## src/hw/rtl/cgpqs_pkg.sv

```systemverilog
// Package for the credit-gated priority queue server.
// Holds request mode codes, result status codes and the queue cell control type.
// No dependencies.
`default_nettype none

package cgpqs_pkg;

    localparam int REFILL_BITS = 8;
    localparam logic [REFILL_BITS-1:0] REFILL_RESET = 8'd10;

    typedef enum logic [1:0] {
        MODE_ENQ_HIGH = 2'd0,
        MODE_ENQ_LOW  = 2'd1,
        MODE_REFILL   = 2'd2,
        MODE_SERVICE  = 2'd3
    } t_mode;

    typedef enum logic [2:0] {
        ST_ENQUEUED = 3'd0,
        ST_DROPPED  = 3'd1,
        ST_REFILLED = 3'd2,
        ST_SERVED   = 3'd3,
        ST_BLOCKED  = 3'd4,
        ST_NONE     = 3'd5
    } t_status;

    // Per-cell control: pop shifts the neighbor's value in, wr loads the pushed job.
    typedef struct packed {
        logic pop;
        logic wr;
    } t_cell_ctrl;

endpackage

`default_nettype wire

```

## src/hw/rtl/cgpqs_cell.sv

```systemverilog
// One storage cell of a shifting job queue.
// Depends on cgpqs_pkg (t_cell_ctrl).
`default_nettype none

module cgpqs_cell #(
    parameter int WIDTH = 8
) (
    input  logic                  i_clk,
    input  cgpqs_pkg::t_cell_ctrl i_ctrl,
    input  logic [WIDTH-1:0]      i_data,
    input  logic [WIDTH-1:0]      i_next,
    output logic [WIDTH-1:0]      o_data
);

    logic [WIDTH-1:0] r_data;
    logic [WIDTH-1:0] n_data;

    always_comb begin
        n_data = r_data;
        if (i_ctrl.pop) begin
            n_data = i_next;
        end else if (i_ctrl.wr) begin
            n_data = i_data;
        end
    end

    always_ff @(posedge i_clk) begin
        r_data <= n_data;
    end

    assign o_data = r_data;

endmodule

`default_nettype wire

```

## src/hw/rtl/cgpqs_queue.sv

```systemverilog
// Job FIFO built as a row of cells; head sits in cell 0 and a pop shifts all toward it.
// Depends on cgpqs_pkg and cgpqs_cell.
`default_nettype none

module cgpqs_queue #(
    parameter int DEPTH = 16,
    parameter int WIDTH = 8
) (
    input  logic             i_clk,
    input  logic             i_rst_n,
    input  logic             i_push,
    input  logic             i_pop,
    input  logic [WIDTH-1:0] i_data,
    output logic [WIDTH-1:0] o_head,
    output logic             o_empty,
    output logic             o_full,
    output logic             o_last
);

    localparam int CW = $clog2(DEPTH + 1);

    logic [CW-1:0]    r_count;
    logic [CW-1:0]    n_count;
    logic [WIDTH-1:0] w_data [DEPTH+1];

    assign w_data[DEPTH] = '0;

    for (genvar g = 0; g < DEPTH; g++) begin : g_cell
        cgpqs_pkg::t_cell_ctrl w_ctrl;

        assign w_ctrl.pop = i_pop;
        assign w_ctrl.wr  = i_push && (r_count == CW'(g));

        cgpqs_cell #(
            .WIDTH (WIDTH)
        ) u_cell (
            .i_clk  (i_clk),
            .i_ctrl (w_ctrl),
            .i_data (i_data),
            .i_next (w_data[g+1]),
            .o_data (w_data[g])
        );
    end

    always_comb begin
        n_count = r_count;
        if (i_push) begin
            n_count = r_count + CW'(1);
        end else if (i_pop) begin
            n_count = r_count - CW'(1);
        end
    end

    always_ff @(posedge i_clk) begin
        if (!i_rst_n) begin
            r_count <= '0;
        end else begin
            r_count <= n_count;
        end
    end

    assign o_head  = w_data[0];
    assign o_empty = (r_count == '0);
    assign o_full  = (r_count == CW'(DEPTH));
    assign o_last  = (r_count == CW'(1));

endmodule

`default_nettype wire

```

## src/hw/rtl/credit_gated_priority_queue_server_top.sv

```systemverilog
// Credit-gated strict-priority two-queue server, top level.
// An accepted request's result is registered and appears on the output in the next cycle.
// Throughput: one request per cycle; the queue row, credit compare and subtract all settle
// in that cycle. Input stall rises only while a result waits under output stall.
// Reset (synchronous, active low): queues empty, credit 0, ready flag set, refill amount 10,
// no result pending. Queue cells are not cleared; only written entries are ever read.
`default_nettype none

module credit_gated_priority_queue_server_top #(
    parameter int QUEUE_DEPTH = 16,
    parameter int SIZE_BITS   = 8,
    parameter int CREDIT_BITS = 10
) (
    input  logic                              i_clk,
    input  logic                              i_rst_n,
    // configuration
    input  logic                              i_cfg_wr_en,
    input  logic [cgpqs_pkg::REFILL_BITS-1:0] i_cfg_wr_data,
    // request channel
    input  logic                              i_in_valid,
    output logic                              o_in_stall,
    input  logic [1:0]                        i_mode,
    input  logic [SIZE_BITS-1:0]              i_job_size,
    // result channel
    output logic                              o_out_valid,
    input  logic                              i_out_stall,
    output logic [2:0]                        o_status,
    output logic                              o_from_low,
    output logic [SIZE_BITS-1:0]              o_served_size,
    output logic [CREDIT_BITS-1:0]            o_credit_left,
    output logic                              o_both_empty
);

    localparam int CMPW = (SIZE_BITS > CREDIT_BITS) ? SIZE_BITS : CREDIT_BITS;
    localparam logic [CREDIT_BITS-1:0] CREDIT_MAX = '1;

    // control state
    logic                              r_out_valid;
    logic                              n_out_valid;
    logic [CREDIT_BITS-1:0]            r_credit;
    logic [CREDIT_BITS-1:0]            n_credit;
    logic                              r_ready;
    logic                              n_ready;
    logic [cgpqs_pkg::REFILL_BITS-1:0] r_refill;

    // result payload
    logic [2:0]             r_status;
    logic [2:0]             n_status;
    logic                   r_from_low;
    logic                   n_from_low;
    logic [SIZE_BITS-1:0]   r_served;
    logic [SIZE_BITS-1:0]   n_served;
    logic                   r_both_empty;
    logic                   n_both_empty;

    logic                   w_accept;
    logic                   w_hi_push, w_hi_pop, w_lo_push, w_lo_pop;
    logic [SIZE_BITS-1:0]   w_hi_head, w_lo_head, w_head;
    logic                   w_hi_empty, w_hi_full, w_hi_last;
    logic                   w_lo_empty, w_lo_full, w_lo_last;
    logic [CREDIT_BITS:0]   w_refill_sum;
    logic                   w_fits;
    logic                   w_hi_empty_after, w_lo_empty_after;

    // Stall requests only while the held result is itself stalled.
    assign o_in_stall = r_out_valid && i_out_stall;
    assign w_accept   = i_in_valid && !o_in_stall;

    // Strict priority: the high head alone is considered while the high queue holds jobs.
    assign w_head       = w_hi_empty ? w_lo_head : w_hi_head;
    assign w_fits       = r_ready && (CMPW'(w_head) <= CMPW'(r_credit));
    assign w_refill_sum = (CREDIT_BITS + 1)'(r_credit) + (CREDIT_BITS + 1)'(r_refill);

    always_comb begin
        w_hi_push  = 1'b0;
        w_hi_pop   = 1'b0;
        w_lo_push  = 1'b0;
        w_lo_pop   = 1'b0;
        n_credit   = r_credit;
        n_ready    = r_ready;
        n_status   = cgpqs_pkg::ST_NONE;
        n_from_low = 1'b0;
        n_served   = '0;
        unique case (cgpqs_pkg::t_mode'(i_mode))
            cgpqs_pkg::MODE_ENQ_HIGH: begin
                w_hi_push = w_accept && !w_hi_full;
                n_status  = w_hi_full ? cgpqs_pkg::ST_DROPPED : cgpqs_pkg::ST_ENQUEUED;
            end
            cgpqs_pkg::MODE_ENQ_LOW: begin
                w_lo_push = w_accept && !w_lo_full;
                n_status  = w_lo_full ? cgpqs_pkg::ST_DROPPED : cgpqs_pkg::ST_ENQUEUED;
            end
            cgpqs_pkg::MODE_REFILL: begin
                // saturate at the counter's ceiling
                n_credit = w_refill_sum[CREDIT_BITS] ? CREDIT_MAX
                                                     : w_refill_sum[CREDIT_BITS-1:0];
                n_ready  = 1'b1;
                n_status = cgpqs_pkg::ST_REFILLED;
            end
            cgpqs_pkg::MODE_SERVICE: begin
                if (w_hi_empty && w_lo_empty) begin
                    n_status = cgpqs_pkg::ST_NONE;
                end else if (!w_fits) begin
                    n_status = cgpqs_pkg::ST_BLOCKED;
                end else begin
                    w_hi_pop   = w_accept && !w_hi_empty;
                    w_lo_pop   = w_accept && w_hi_empty;
                    n_credit   = r_credit - CREDIT_BITS'(w_head);
                    n_ready    = 1'b0;
                    n_status   = cgpqs_pkg::ST_SERVED;
                    n_from_low = w_hi_empty;
                    n_served   = w_head;
                end
            end
            default: begin
                n_status = cgpqs_pkg::ST_NONE;
            end
        endcase
    end

    // Emptiness after this request's push or pop.
    assign w_hi_empty_after = !w_hi_push && (w_hi_pop ? w_hi_last : w_hi_empty);
    assign w_lo_empty_after = !w_lo_push && (w_lo_pop ? w_lo_last : w_lo_empty);
    assign n_both_empty     = w_hi_empty_after && w_lo_empty_after;

    assign n_out_valid = w_accept || (r_out_valid && i_out_stall);

    cgpqs_queue #(
        .DEPTH (QUEUE_DEPTH),
        .WIDTH (SIZE_BITS)
    ) u_hi_queue (
        .i_clk   (i_clk),
        .i_rst_n (i_rst_n),
        .i_push  (w_hi_push),
        .i_pop   (w_hi_pop),
        .i_data  (i_job_size),
        .o_head  (w_hi_head),
        .o_empty (w_hi_empty),
        .o_full  (w_hi_full),
        .o_last  (w_hi_last)
    );

    cgpqs_queue #(
        .DEPTH (QUEUE_DEPTH),
        .WIDTH (SIZE_BITS)
    ) u_lo_queue (
        .i_clk   (i_clk),
        .i_rst_n (i_rst_n),
        .i_push  (w_lo_push),
        .i_pop   (w_lo_pop),
        .i_data  (i_job_size),
        .o_head  (w_lo_head),
        .o_empty (w_lo_empty),
        .o_full  (w_lo_full),
        .o_last  (w_lo_last)
    );

    // Control state: advance credit and ready flag only on an accepted request.
    always_ff @(posedge i_clk) begin
        if (!i_rst_n) begin
            r_out_valid <= 1'b0;
            r_credit    <= '0;
            r_ready     <= 1'b1;
            r_refill    <= cgpqs_pkg::REFILL_RESET;
        end else begin
            r_out_valid <= n_out_valid;
            if (w_accept) begin
                r_credit <= n_credit;
                r_ready  <= n_ready;
            end
            if (i_cfg_wr_en) begin
                r_refill <= i_cfg_wr_data;
            end
        end
    end

    // Result register: load on accept, hold otherwise.
    always_ff @(posedge i_clk) begin
        if (w_accept) begin
            r_status     <= n_status;
            r_from_low   <= n_from_low;
            r_served     <= n_served;
            r_both_empty <= n_both_empty;
        end
    end

    logic [CREDIT_BITS-1:0] r_credit_out;

    always_ff @(posedge i_clk) begin
        if (w_accept) begin
            r_credit_out <= n_credit;
        end
    end

    assign o_out_valid   = r_out_valid;
    assign o_status      = r_status;
    assign o_from_low    = r_from_low;
    assign o_served_size = r_served;
    assign o_credit_left = r_credit_out;
    assign o_both_empty  = r_both_empty;

endmodule

`default_nettype wire

```

## config.mk

```make
export PLATFORM = sky130hd
export DESIGN_NAME = credit_gated_priority_queue_server_top
export DESIGN_NICKNAME = d
export VERILOG_FILES = /design/src/hw/rtl/cgpqs_pkg.sv /design/src/hw/rtl/cgpqs_cell.sv /design/src/hw/rtl/cgpqs_queue.sv /design/src/hw/rtl/credit_gated_priority_queue_server_top.sv
export SDC_FILE = /design/constraint.sdc
export NUM_CORES = 1
export LEC_CHECK = 0
export BUFFER_PORTS_ARGS = -buffer_cell sky130_fd_sc_hd__buf_2
export CELL_PAD_IN_SITES_DETAIL_PLACEMENT = 0
export CELL_PAD_IN_SITES_GLOBAL_PLACEMENT = 1
export CORE_AREA = 2 2 170 172
export DETAILED_ROUTE_END_ITERATION = 10
export DIE_AREA = 0 0 172 174
export GPL_ROUTABILITY_DRIVEN = 0
export HOLD_SLACK_MARGIN = 0.08
export PLACE_DENSITY = 0.77
export SKIP_CTS_REPAIR_TIMING = 1
export SYNTH_ARGS = -nofsm -noshare
export SYNTH_HDL_FRONTEND = slang
export SYNTH_SLANG_ARGS = --single-unit
export TNS_END_PERCENT = 30
```

## constraint.sdc

```tcl
create_clock -name i_clk -period 9.3 [get_ports i_clk]
set_input_delay 2.325 -clock i_clk [delete_from_list [all_inputs] [get_ports i_clk]]
set_output_delay 2.325 -clock i_clk [all_outputs]
set_load 0.02 [all_outputs]
```

# After elaboration in Yosys (flattened, before gate mapping)
# Cells that the tools add are included.
[op_classes]
n_addsub = 6
bitwise_logic = 2
mux = 87
eq_ne = 37
n_reduce_logical = 88
n_lt_le_gt_ge = 1
[ops]
columns = ["operator", "count"]
rows = [
  ["two-way mux 8 bit", 61],
  ["== test 5 x 4 -> 1 bit, second input constant", 16],
  ["nonzero test 2 bit", 33],
  ["logical AND 1 bit", 43],
  ["== test 5 x 3 -> 1 bit, second input constant", 8],
  ["two-way mux 10 bit", 3],
  ["== test 5 x 2 -> 1 bit, second input constant", 4],
  ["two-way mux 5 bit", 4],
  ["one-hot mux 10 bit (2 select lines)", 1],
  ["two-way mux 1 bit", 14],
  ["one-hot mux 3 bit (4 select lines)", 1],
  ["adder 10 x 8 -> 11 bit", 1],
  ["adder 5 x 1 -> 5 bit, second input constant", 2],
  ["== test 5 x 1 -> 1 bit, second input constant", 2],
  ["== test 5 bit, second input constant", 2],
  ["less-or-equal comparator 8 x 10 -> 1 bit", 1],
  ["logical NOT 5 bit", 2],
  ["subtractor 10 x 8 -> 10 bit", 1],
  ["subtractor 5 x 1 -> 5 bit, second input constant", 2],
  ["logical NOT 1 bit", 6],
  ["two-way mux 3 bit", 2],
  ["== test 2 bit, second input constant", 2],
  ["inequality test 2 bit, second input constant", 2],
  ["AND reduction 4 bit", 1],
  ["other kinds (6)", 7],
]
[word_totals]
wordCells = 264
out_inout_bits = 25
input_bits = 23
ff_bits = 309

# Logic depth before layout (Yosys ltp)
# Gate-level depths: netlist of run 1.
[logic_depth]
word_depth = 10
mapped_depth = 19
ltp_nobuf = 15

# By module
# Synthesis of run 1 repeated with hierarchy kept, for this count alone.
[hier_totals]
cells_unflattened = 1023
area_unflattened_um2 = 16011.6
[modules_own_cells]
columns = ["mod", "area_per_inst_um2", "cells_each", "seq_area_each_um2", "instances"]
rows = [
  ["cgpqs_cell", 377.9, 18, 240.2, 32],
  ["credit_gated_priority_queue_server_top", 2869.0, 299, 1091.0, 1],
  ["cgpqs_queue", 525.5, 74, 100.1, 2],
]

# Worst setup path before layout of run 1
# No wires, ideal clock.
[synth_timing]
kind = "input to register"
start = "input port i_out_stall"
end = "register u_lo_queue.g_cell[10].u_cell.r_data[0], enable pin"
path_stages = 10
t_arrival_ps = 4828
required_ps = 8943
path_buffers = 3
slack_ps = 4115
setup_ps = 357
path_cell_list = "and2_1 > nand2b_1 > clkbuf_1 > clkinv_1 > nand2_1 > nor2_1 > nand3_2 > buf_4 > buf_1 > o21ai_0"
[synth_between]
elab_chain_cells = 8
elab_cells_between_ends = 11
cone_classes = "mux (4); reduce/logical (7)"
[synth_rtl]
columns = ["item", "line_no", "source"]
rows = [
  ["start: declaration", "credit_gated_priority_queue_server_top.sv:26", "input logic i_out_stall,"],
  ["logical AND 1 bit *", "credit_gated_priority_queue_server_top.sv:66", "assign o_in_stall = r_out_valid && i_out_stall;"],
  ["logical NOT 1 bit *", "credit_gated_priority_queue_server_top.sv:67", "assign w_accept = i_in_valid && !o_in_stall;"],
  ["logical AND 1 bit *", "credit_gated_priority_queue_server_top.sv:67", ""],
  ["named net w_accept", "credit_gated_priority_queue_server_top.sv:56", "logic w_accept;"],
  ["logical AND 1 bit", "credit_gated_priority_queue_server_top.sv:107", "w_lo_pop = w_accept && w_hi_empty;"],
  ["two-way mux 1 bit", "credit_gated_priority_queue_server_top.sv:103", "end else if (!w_fits) begin"],
  ["two-way mux 1 bit", "credit_gated_priority_queue_server_top.sv:101", "if (w_hi_empty && w_lo_empty) begin"],
  ["two-way mux 1 bit", "credit_gated_priority_queue_server_top.sv:84", "unique case (cgpqs_pkg::t_mode'(i_mode))"],
  ["nonzero test 2 bit (no line) *", "n/a", ""],
  ["end signal: assignment", "cgpqs_cell.sv:28", "r_data <= n_data;"],
  ["end: declaration", "cgpqs_cell.sv:15", "logic [WIDTH-1:0] r_data;"],
]
# The timed path passes the listed nets; every way through them passes the cells marked *.
# A chain may end at the register's enable or synchronous reset.

# Final worst setup path of run 1
[layout_timing]
start = "input port i_out_stall"
end = "register u_lo_queue.g_cell[1].u_cell.r_data[7] (data pin)"
[layout_between]
elab_chain_cells = 8
[layout_rtl]
columns = ["item", "line_no", "source"]
rows = [
  ["logical AND 1 bit", "credit_gated_priority_queue_server_top.sv:66", ""],
  ["logical NOT 1 bit", "credit_gated_priority_queue_server_top.sv:67", ""],
  ["logical AND 1 bit", "credit_gated_priority_queue_server_top.sv:67", ""],
  ["named net w_accept", "credit_gated_priority_queue_server_top.sv:56", ""],
  ["logical AND 1 bit", "credit_gated_priority_queue_server_top.sv:107", ""],
  ["two-way mux 1 bit", "credit_gated_priority_queue_server_top.sv:103", ""],
  ["two-way mux 1 bit", "credit_gated_priority_queue_server_top.sv:101", ""],
  ["two-way mux 1 bit", "credit_gated_priority_queue_server_top.sv:84", ""],
  ["two-way mux 8 bit", "cgpqs_cell.sv:20", "if (i_ctrl.pop) begin"],
  ["named net u_lo_queue.g_cell[1].u_cell.n_data[7]", "cgpqs_cell.sv:16", "logic [WIDTH-1:0] n_data;"],
  ["end signal: assignment", "cgpqs_cell.sv:28", ""],
  ["end: declaration", "cgpqs_cell.sv:15", ""],
]
# The timed path passes the listed nets, and every way through them passes these cells.

==> results.sh, run 1 <==
export IMPL_outcome="completed"
export IMPL_ys_ff_latch=309
export IMPL_avgSynthCellArea_um2=13.0
export IMPL_fin_setup_tns_ns=0
export IMPL_vdd_drop_max_mv=0.117
export IMPL_clock_fmax_mhz=188
export IMPL_grt_setup_unrepaired="no"
export IMPL_drive_above_1_share_pct=11.1
export IMPL_grt_usage_pct=18.1
export IMPL_synthArstFlopShare_pct=0
export IMPL_crit_family="simple AND/OR/NAND/NOR gates"
export IMPL_antenna_found_initial=0
export IMPL_route_detailed_drc=0
export IMPL_grt_pass1_vias=8168
export IMPL_startpoint_type="input port"
export IMPL_synth_edf_count=263
export IMPL_clock_path_buffers=3
export IMPL_ys_flop_type="edfxtp_1"
export IMPL_fp_row_count=62
export IMPL_nets=1125
export IMPL_diodes=0
export IMPL_skew_ns=0.0117
export IMPL_path_class="input port to register"
export IMPL_root_buffer="clkbuf_16"
export IMPL_synth_commonest_cells="edfxtp_1, a21o_1, nand2_1, dfxtp_1, o21ai_0"
export IMPL_start_util_pct=49.1
export IMPL_syn2layout_area_growth_pct=10.2
export IMPL_ys_warn_count=0
export IMPL_vias=8241
export IMPL_cp_required_ns=9.55
export IMPL_hold_viol_final=0
export IMPL_synth_area_leaders="edfxtp_1, a21o_1, dfxtp_1, ha_1, o21ai_0"
export IMPL_period_share_pct=57.1
export IMPL_core_area_mm2=0.0282
export IMPL_clkSlewWorstSetupHoldPaths_ns=0.06
export IMPL_hpwl_mm=18.3
export IMPL_path_depth=9
export IMPL_fin_area_mm2=0.0153
export IMPL_hold_depth=2
export IMPL_leakagePower_nw=6.44
export IMPL_firstDrtPassIters=5
export IMPL_synth_nets=1121
export IMPL_die_height_um=174
export IMPL_synth_seq_area_share_pct=63.6
export IMPL_path_buf_inv=3
export IMPL_cts_buffers=34
export IMPL_tightest_slew_ns=1.30
export IMPL_die_w_um=172
export IMPL_end_kind="register"
export IMPL_finalMaxSlewViolations=0
export IMPL_cts_tree="built"
export IMPL_syn_inst=1069
export IMPL_setup_viol=0
export IMPL_crit_fanout=95
export IMPL_crit_slowest_cell="clkinv_1"
export IMPL_yosysMostFrequentCell="edfxtp_1"
export IMPL_period_minus_slack_ns=5.31
export IMPL_pin_count=48
export IMPL_cp_data_arrival_time_ns=5.56
export IMPL_die_area_mm2=0.0299
export IMPL_reg2reg_depth=15
export IMPL_io_buffers=47
export IMPL_powerDensity_mw_per_mm2=204
export IMPL_hp_class="register to register"
export IMPL_max_stage_delay_ns=0.87
export IMPL_via_per_inst=5.56
export IMPL_grt_max_degree=96
export IMPL_total_power_mw=3.11
export IMPL_netlist_area_mm2=0.0139
export IMPL_max_cap_viol_count=0
export IMPL_wl_per_cell_um=17.9
export IMPL_synth_top_area_share_pct=57.0
export IMPL_cts_sink_count=309
export IMPL_yosysTopAreaCell="edfxtp_1"
export IMPL_dr_first_iter_drc_count=564
export IMPL_clkLatencyLatePin_ns=0.50
export IMPL_grt_pass1_wl_mm=43.4
export IMPL_dpl_cell_area_mm2=0.0142
export IMPL_antenna_left=0
export IMPL_drt_total_wl_mm=26.6
export IMPL_maxSlewHeadroom_pct=12.3
export IMPL_htreeDepth=2
export IMPL_crit_chain="buf_2 -> and2_1 -> nand2b_1 -> clkinv_1 -> nand2_1 -> nor2_1 -> and3_4 -> buf_4 -> a21o_1"
export IMPL_gr_total_overflow=0
export IMPL_synth_cell_types=64
-- state kept, by name, summed over array words and instances, names as in the netlist, 3 cells and up --
name,flops
u_hi_queue.g_cell.u_cell.o_data,128
u_lo_queue.r_count,5
u_hi_queue.r_count,5
r_refill,8
o_status,3
o_credit_left,10
r_credit,10
u_lo_queue.g_cell.u_cell.o_data,128
o_served_size,8
-- worst reg2reg max path, delay by kind of cell (launching register included) --
family / cells / cell delay [ns]
mux: 1 / 0.41
buf+inv: 5 / 1.37
fa+ha+maj: 3 / 0.94
simple gates: 2 / 0.72
compound gates: 4 / 0.92
flops: 1 / 0.37
-- final timing paths --
| path | start | endpoint | slack, ns |
|---|---|---|---|
| worst max-delay path | i_out_stall | u_lo_queue.g_cell[1].u_cell.o_data[7]$_DFFE_PP_ | 3.99 |
| worst min-delay path | u_hi_queue.g_cell[15].u_cell.o_data[2]$_SDFFE_PN0P_ | u_hi_queue.g_cell[15].u_cell.o_data[2]$_SDFFE_PN0P_ | 0.46 |
| worst max register to register | u_hi_queue.r_count[0]$_SDFFE_PN0P_ | u_lo_queue.g_cell[6].u_cell.o_data[7]$_DFFE_PP_ | 4.44 |
| worst min register to register | u_hi_queue.g_cell[15].u_cell.o_data[2]$_SDFFE_PN0P_ | u_hi_queue.g_cell[15].u_cell.o_data[2]$_SDFFE_PN0P_ | 0.46 |
-- layout make-up --
| class | count | area [um2] |
|---|---|---|
| clock buffer | 44 | 952 |
| clock inverter | 18 | 160 |
| fill | 2397 | 13000 |
| inverter | 18 | 67.6 |
| multi-input combinational | 651 | 4470 |
| sequential | 309 | 8820 |
| tap | 384 | 480 |
| timing repair buffer | 59 | 325 |
-- logic make-up (layout without fill, tap and decap cells) --
group           after synthesis  count (layout)  synth area share, %
flops                       309             309                 63.6
xor+xnor                     15              15                0.948
compound gates              377             377                 19.4
buf+inv                     109             139                 4.18
fa+ha+maj                    31              31                 2.89
mux                          17              17                 1.23
simple gates                211             211                 7.77
-- per-stage QoR --
| step | hold slack (ns) | cells | setup WS, ns | util (%) |
|---|---|---|---|---|
| finish | 0.456 | 1483 | 3.99 | 54.1 |
| global route | 0.471 | 1483 | 3.65 | 54.1 |
| CTS | 0.456 | 1483 | 4.02 | 54.1 |
| detailed placement | 0.448 | 1421 | 3.50 | 50.2 |
| global placement | 0.444 | 1421 | 3.64 | 50.2 |
| floorplan | 0.437 | 1069 | 4.11 | - |
-- per-layer routing --
| metal | GRT usage (%) | part of all wire (%) | vias to the layer above |
|---|---|---|---|
| li1 | - | - | 4002 |
| met1 | 24.6 | 46 | 4021 |
| met2 | 29.4 | 47 | 166 |
| met3 | 3.32 | 4.1 | 52 |
| met4 | 6.62 | 3.2 | 0 |
| met5 | 0 | 0 | - |
-- power breakdown --
| group | switching [mW] | internal [mW] | total, mW | leakage, nW |
|---|---|---|---|---|
| registers | 0.0144 | 1.53 | 1.55 | 2.77 |
| logic | 0.148 | 0.0961 | 0.244 | 3.13 |
| clock network | 0.517 | 0.805 | 1.32 | 0.541 |
| total | 0.679 | 2.43 | 3.11 | 6.44 |
-- cells in the final DEF, fill, tap and decap left out, types with 3 or more instances in the layout --
| master | instances |
|---|---|
| clkbuf_16 | 37 |
| o21a_1 | 6 |
| clkinv_1 | 10 |
| nor2b_1 | 5 |
| xnor2_1 | 10 |
| or2_2 | 3 |
| edfxtp_1 | 263 |
| nor3_1 | 12 |
| o21ai_0 | 44 |
| bufinv_16 | 3 |
| ha_1 | 27 |
| nor4_1 | 5 |
| o2111ai_1 | 5 |
| nand3_1 | 26 |
| a21oi_1 | 35 |
| or3_1 | 6 |
| o211ai_1 | 3 |
| dfxtp_1 | 46 |
| inv_1 | 17 |
| o41ai_1 | 3 |
| a31oi_1 | 6 |
| buf_4 | 12 |
| mux2i_1 | 17 |
| nand2b_1 | 8 |
| buf_2 | 47 |
| and3_1 | 6 |
| nand2_1 | 56 |
| nand4_1 | 9 |
| and2_1 | 20 |
| nor3b_1 | 3 |
| clkbuf_1 | 7 |
| nor2_1 | 39 |
| xor2_1 | 5 |
| clkinv_2 | 4 |
| a21o_1 | 247 |
| nand3b_1 | 4 |
(Power assumes the default switching activity.)
==> inputs of run 2 (changes only) <==
- ABC_AREA: not set -> 1
- CORE_AREA: 2 2 170 172 -> 2 2 183 185
- DIE_AREA: 0 0 172 174 -> 0 0 185 187
- PLACE_DENSITY: 0.77 -> 0.75
- clock period: 9.3 -> 4.8 ns (I/O delays scaled with it)
==> results.sh, run 2 <==
export IMPL_outcome="completed"
export IMPL_fill_cells=3100
export IMPL_clkLatencyLatePin_ns=0.51
export IMPL_diodes=0
export IMPL_min_delay_start="u_hi_queue.g_cell[9].u_cell.o_data[2]$_DFFE_PP_"
export IMPL_cpMostUsedCell="nand2_1"
export IMPL_synth_cell_types=44
export IMPL_route_detailed_drc=0
export IMPL_fin_setup_tns_ns=0
export IMPL_setup_viol=0
export IMPL_hold_depth=2
export IMPL_rr_startpoint="u_hi_queue.r_count[0]$_SDFFE_PN0P_"
export IMPL_period_share_pct=90.3
export IMPL_cp_data_arrival_time_ns=4.68
export IMPL_p_int_mw=4.81
export IMPL_multi_input_area_mm2=0.00452
export IMPL_layout_common_cells="nand2_1, edfxtp_1, nand3_1"
export IMPL_grt_setup_unrepaired="no"
export IMPL_die_w_um=185
export IMPL_tightest_slew_ns=1.28
export IMPL_via_per_inst=5.03
export IMPL_die_area_mm2=0.0346
export IMPL_syn_inst=1429
export IMPL_crit_slowest_cell="buf_4"
export IMPL_leakagePower_nw=6.43
export IMPL_grt_max_degree=122
export IMPL_cp_required_ns=5.15
export IMPL_pin_count=48
export IMPL_firstDrtPassIters=7
export IMPL_path_class="register to register"
export IMPL_nets=1513
export IMPL_syn2layout_area_growth_pct=12.1
export IMPL_drt_total_wl_mm=29.7
export IMPL_synth_seq_area_share_pct=62.3
export IMPL_final_common_cell="nand2_1"
export IMPL_io_buffers=47
export IMPL_dr_first_iter_drc_count=798
export IMPL_hpwl_mm=20.0
export IMPL_hp_class="register to register"
export IMPL_crit_fanout=121
export IMPL_avgSynthCellArea_um2=9.91
export IMPL_reg2reg_depth=20
export IMPL_combPwrFrac_pct=10.3
export IMPL_synthArstFlopShare_pct=0
export IMPL_vdd_drop_max_mv=0.199
export IMPL_clkSlewWorstSetupHoldPaths_ns=0.06
export IMPL_regArea_mm2=0.00882
export IMPL_cts_sink_count=309
export IMPL_clock_fmax_mhz=231
export IMPL_synth_commonest_cells="nand2_1, edfxtp_1, nand3_1, inv_1, o21ai_0"
export IMPL_start_util_pct=43.1
export IMPL_p_switching_mw=1.52
export IMPL_core_area_mm2=0.0329
export IMPL_max_cap_viol_count=0
export IMPL_cts_buffers=34
export IMPL_yosysTopAreaCell="edfxtp_1"
export IMPL_maxSlewHeadroom_pct=13.6
export IMPL_drive_above_1_share_pct=10.6
export IMPL_die_height_um=187
export IMPL_synth_edf_count=263
export IMPL_cts_tree="built"
export IMPL_root_buffer="clkbuf_16"
export IMPL_netlist_area_mm2=0.0142
export IMPL_gr_total_overflow=0
export IMPL_htreeDepth=2
export IMPL_period_minus_slack_ns=4.33
export IMPL_ys_ff_latch=309
export IMPL_synth_area_leaders="edfxtp_1, nand2_1, dfxtp_1, nand3_1, inv_1"
export IMPL_grt_pass1_vias=9377
export IMPL_ys_flop_type="edfxtp_1"
export IMPL_hold_viol_final=0
export IMPL_seq_power_share_pct=47.9
export IMPL_wl_per_cell_um=15.4
export IMPL_startpoint="u_hi_queue.r_count[0]$_SDFFE_PN0P_"
export IMPL_grt_usage_pct=17.4
export IMPL_skew_ns=0.0196
export IMPL_powerDensity_mw_per_mm2=399
export IMPL_clkPwrFrac_pct=41.8
export IMPL_total_power_mw=6.33
export IMPL_finalMaxSlewViolations=0
export IMPL_synth_top_area_share_pct=55.8
export IMPL_antenna_left=0
export IMPL_antenna_found_initial=0
export IMPL_crit_chain="inv_1 -> ha_1 -> inv_2 -> nor2_2 -> nand2_4 -> o21ai_0 -> inv_1 -> fa_1 -> o21ai_0 -> nand2_1 -> nand2_2 -> nand2_1 -> nand2_1 -> nand2_2 -> nand2_2 -> nand3_4 -> clkinv_2 -> buf_4 -> nand3_1 -> nand2_1"
export IMPL_grt_pass1_wl_mm=48.7
export IMPL_vias=9722
export IMPL_fp_row_count=67
export IMPL_end_kind="register"
export IMPL_max_stage_delay_ns=0.86
export IMPL_ys_warn_count=0
export IMPL_clock_path_buffers=3
export IMPL_yosysMostFrequentCell="nand2_1"
export IMPL_synth_nets=1481
export IMPL_swShare_pct=24.0
export IMPL_startpoint_type="register"
## run 2: cell count changes after synthesis, sizes merged, moves of 7 or more
cell	previous run	this run
buf	64	51
xor2	5	14
inv	17	106
a21oi	35	28
a21o	247	1
nand2	56	522
mux2i	17	5
and2	20	0
nand2b	8	0
nand3	28	155
and3	7	0
nor2	40	60
xnor2	10	2
o21ai	46	72
## run 2: cell type report
type / instances / area share, %
Multi-Input combinational cell: 939 / 28.5
Timing Repair Buffer: 70 / 2.65
Tap cell: 448 / 3.53
Inverter: 107 / 2.55
Clock inverter: 14 / 0.875
Sequential cell: 309 / 55.6
Clock buffer: 46 / 6.36
## run 2: logic make-up (layout without fill, tap and decap cells)
family,count (synthesis),count (layout),synth area share [%]
compound gates,131,131,5.24
buf+inv,181,237,5.88
flops,309,309,62.3
mux,5,5,0.353
simple gates,758,758,22.6
xor+xnor,16,16,0.990
fa+ha+maj,29,29,2.67
## run 2: critical path, delay by kind of cell, from the launching register on
family | cells | cell delay [ns]
fa+ha+maj | 2 | 0.64
flops | 1 | 0.35
compound gates | 2 | 0.56
buf+inv | 5 | 1.24
simple gates | 11 | 1.31
## run 2: through the flow
step	cells	hold WS [ns]	util, %	cell area [um2]	worst slack, ns
CTS	1933	0.506	48.3	15900	0.502
global placement	1873	0.487	44.8	14700	0.565
floorplan	1429	0.433	-	14200	0.877
global route	1933	0.520	48.3	15900	0.0618
detailed placement	1873	0.491	44.8	14700	0.517
finish	1933	0.504	48.3	15900	0.465
## run 2: power groups by stage
stage | clock network (mW) | registers [mW] | logic (mW)
floorplan | 0 | 3.10 | 0.468
global placement | 0 | 3.09 | 0.646
detailed placement | 0 | 3.09 | 0.653
CTS | 2.71 | 3.03 | 0.655
global route | 2.82 | 3.04 | 0.730
finish | 2.65 | 3.03 | 0.653
## run 2: per-layer routing
layer,track usage (%),vias up,part of all wire [%]
li1,-,4843,-
met1,24.0,4655,46
met2,28.8,191,48
met3,3.06,33,4.3
met4,3.94,0,1.7
met5,0,-,0
## run 2: worst paths after layout
kind / to / slack (ns)
min: u_hi_queue.g_cell[8].u_cell.o_data[2]$_DFFE_PP_ / 0.50
min reg2reg: u_hi_queue.g_cell[8].u_cell.o_data[2]$_DFFE_PP_ / 0.50
max: u_lo_queue.g_cell[1].u_cell.o_data[0]$_DFFE_PP_ / 0.47
max reg2reg: u_lo_queue.g_cell[1].u_cell.o_data[0]$_DFFE_PP_ / 0.47
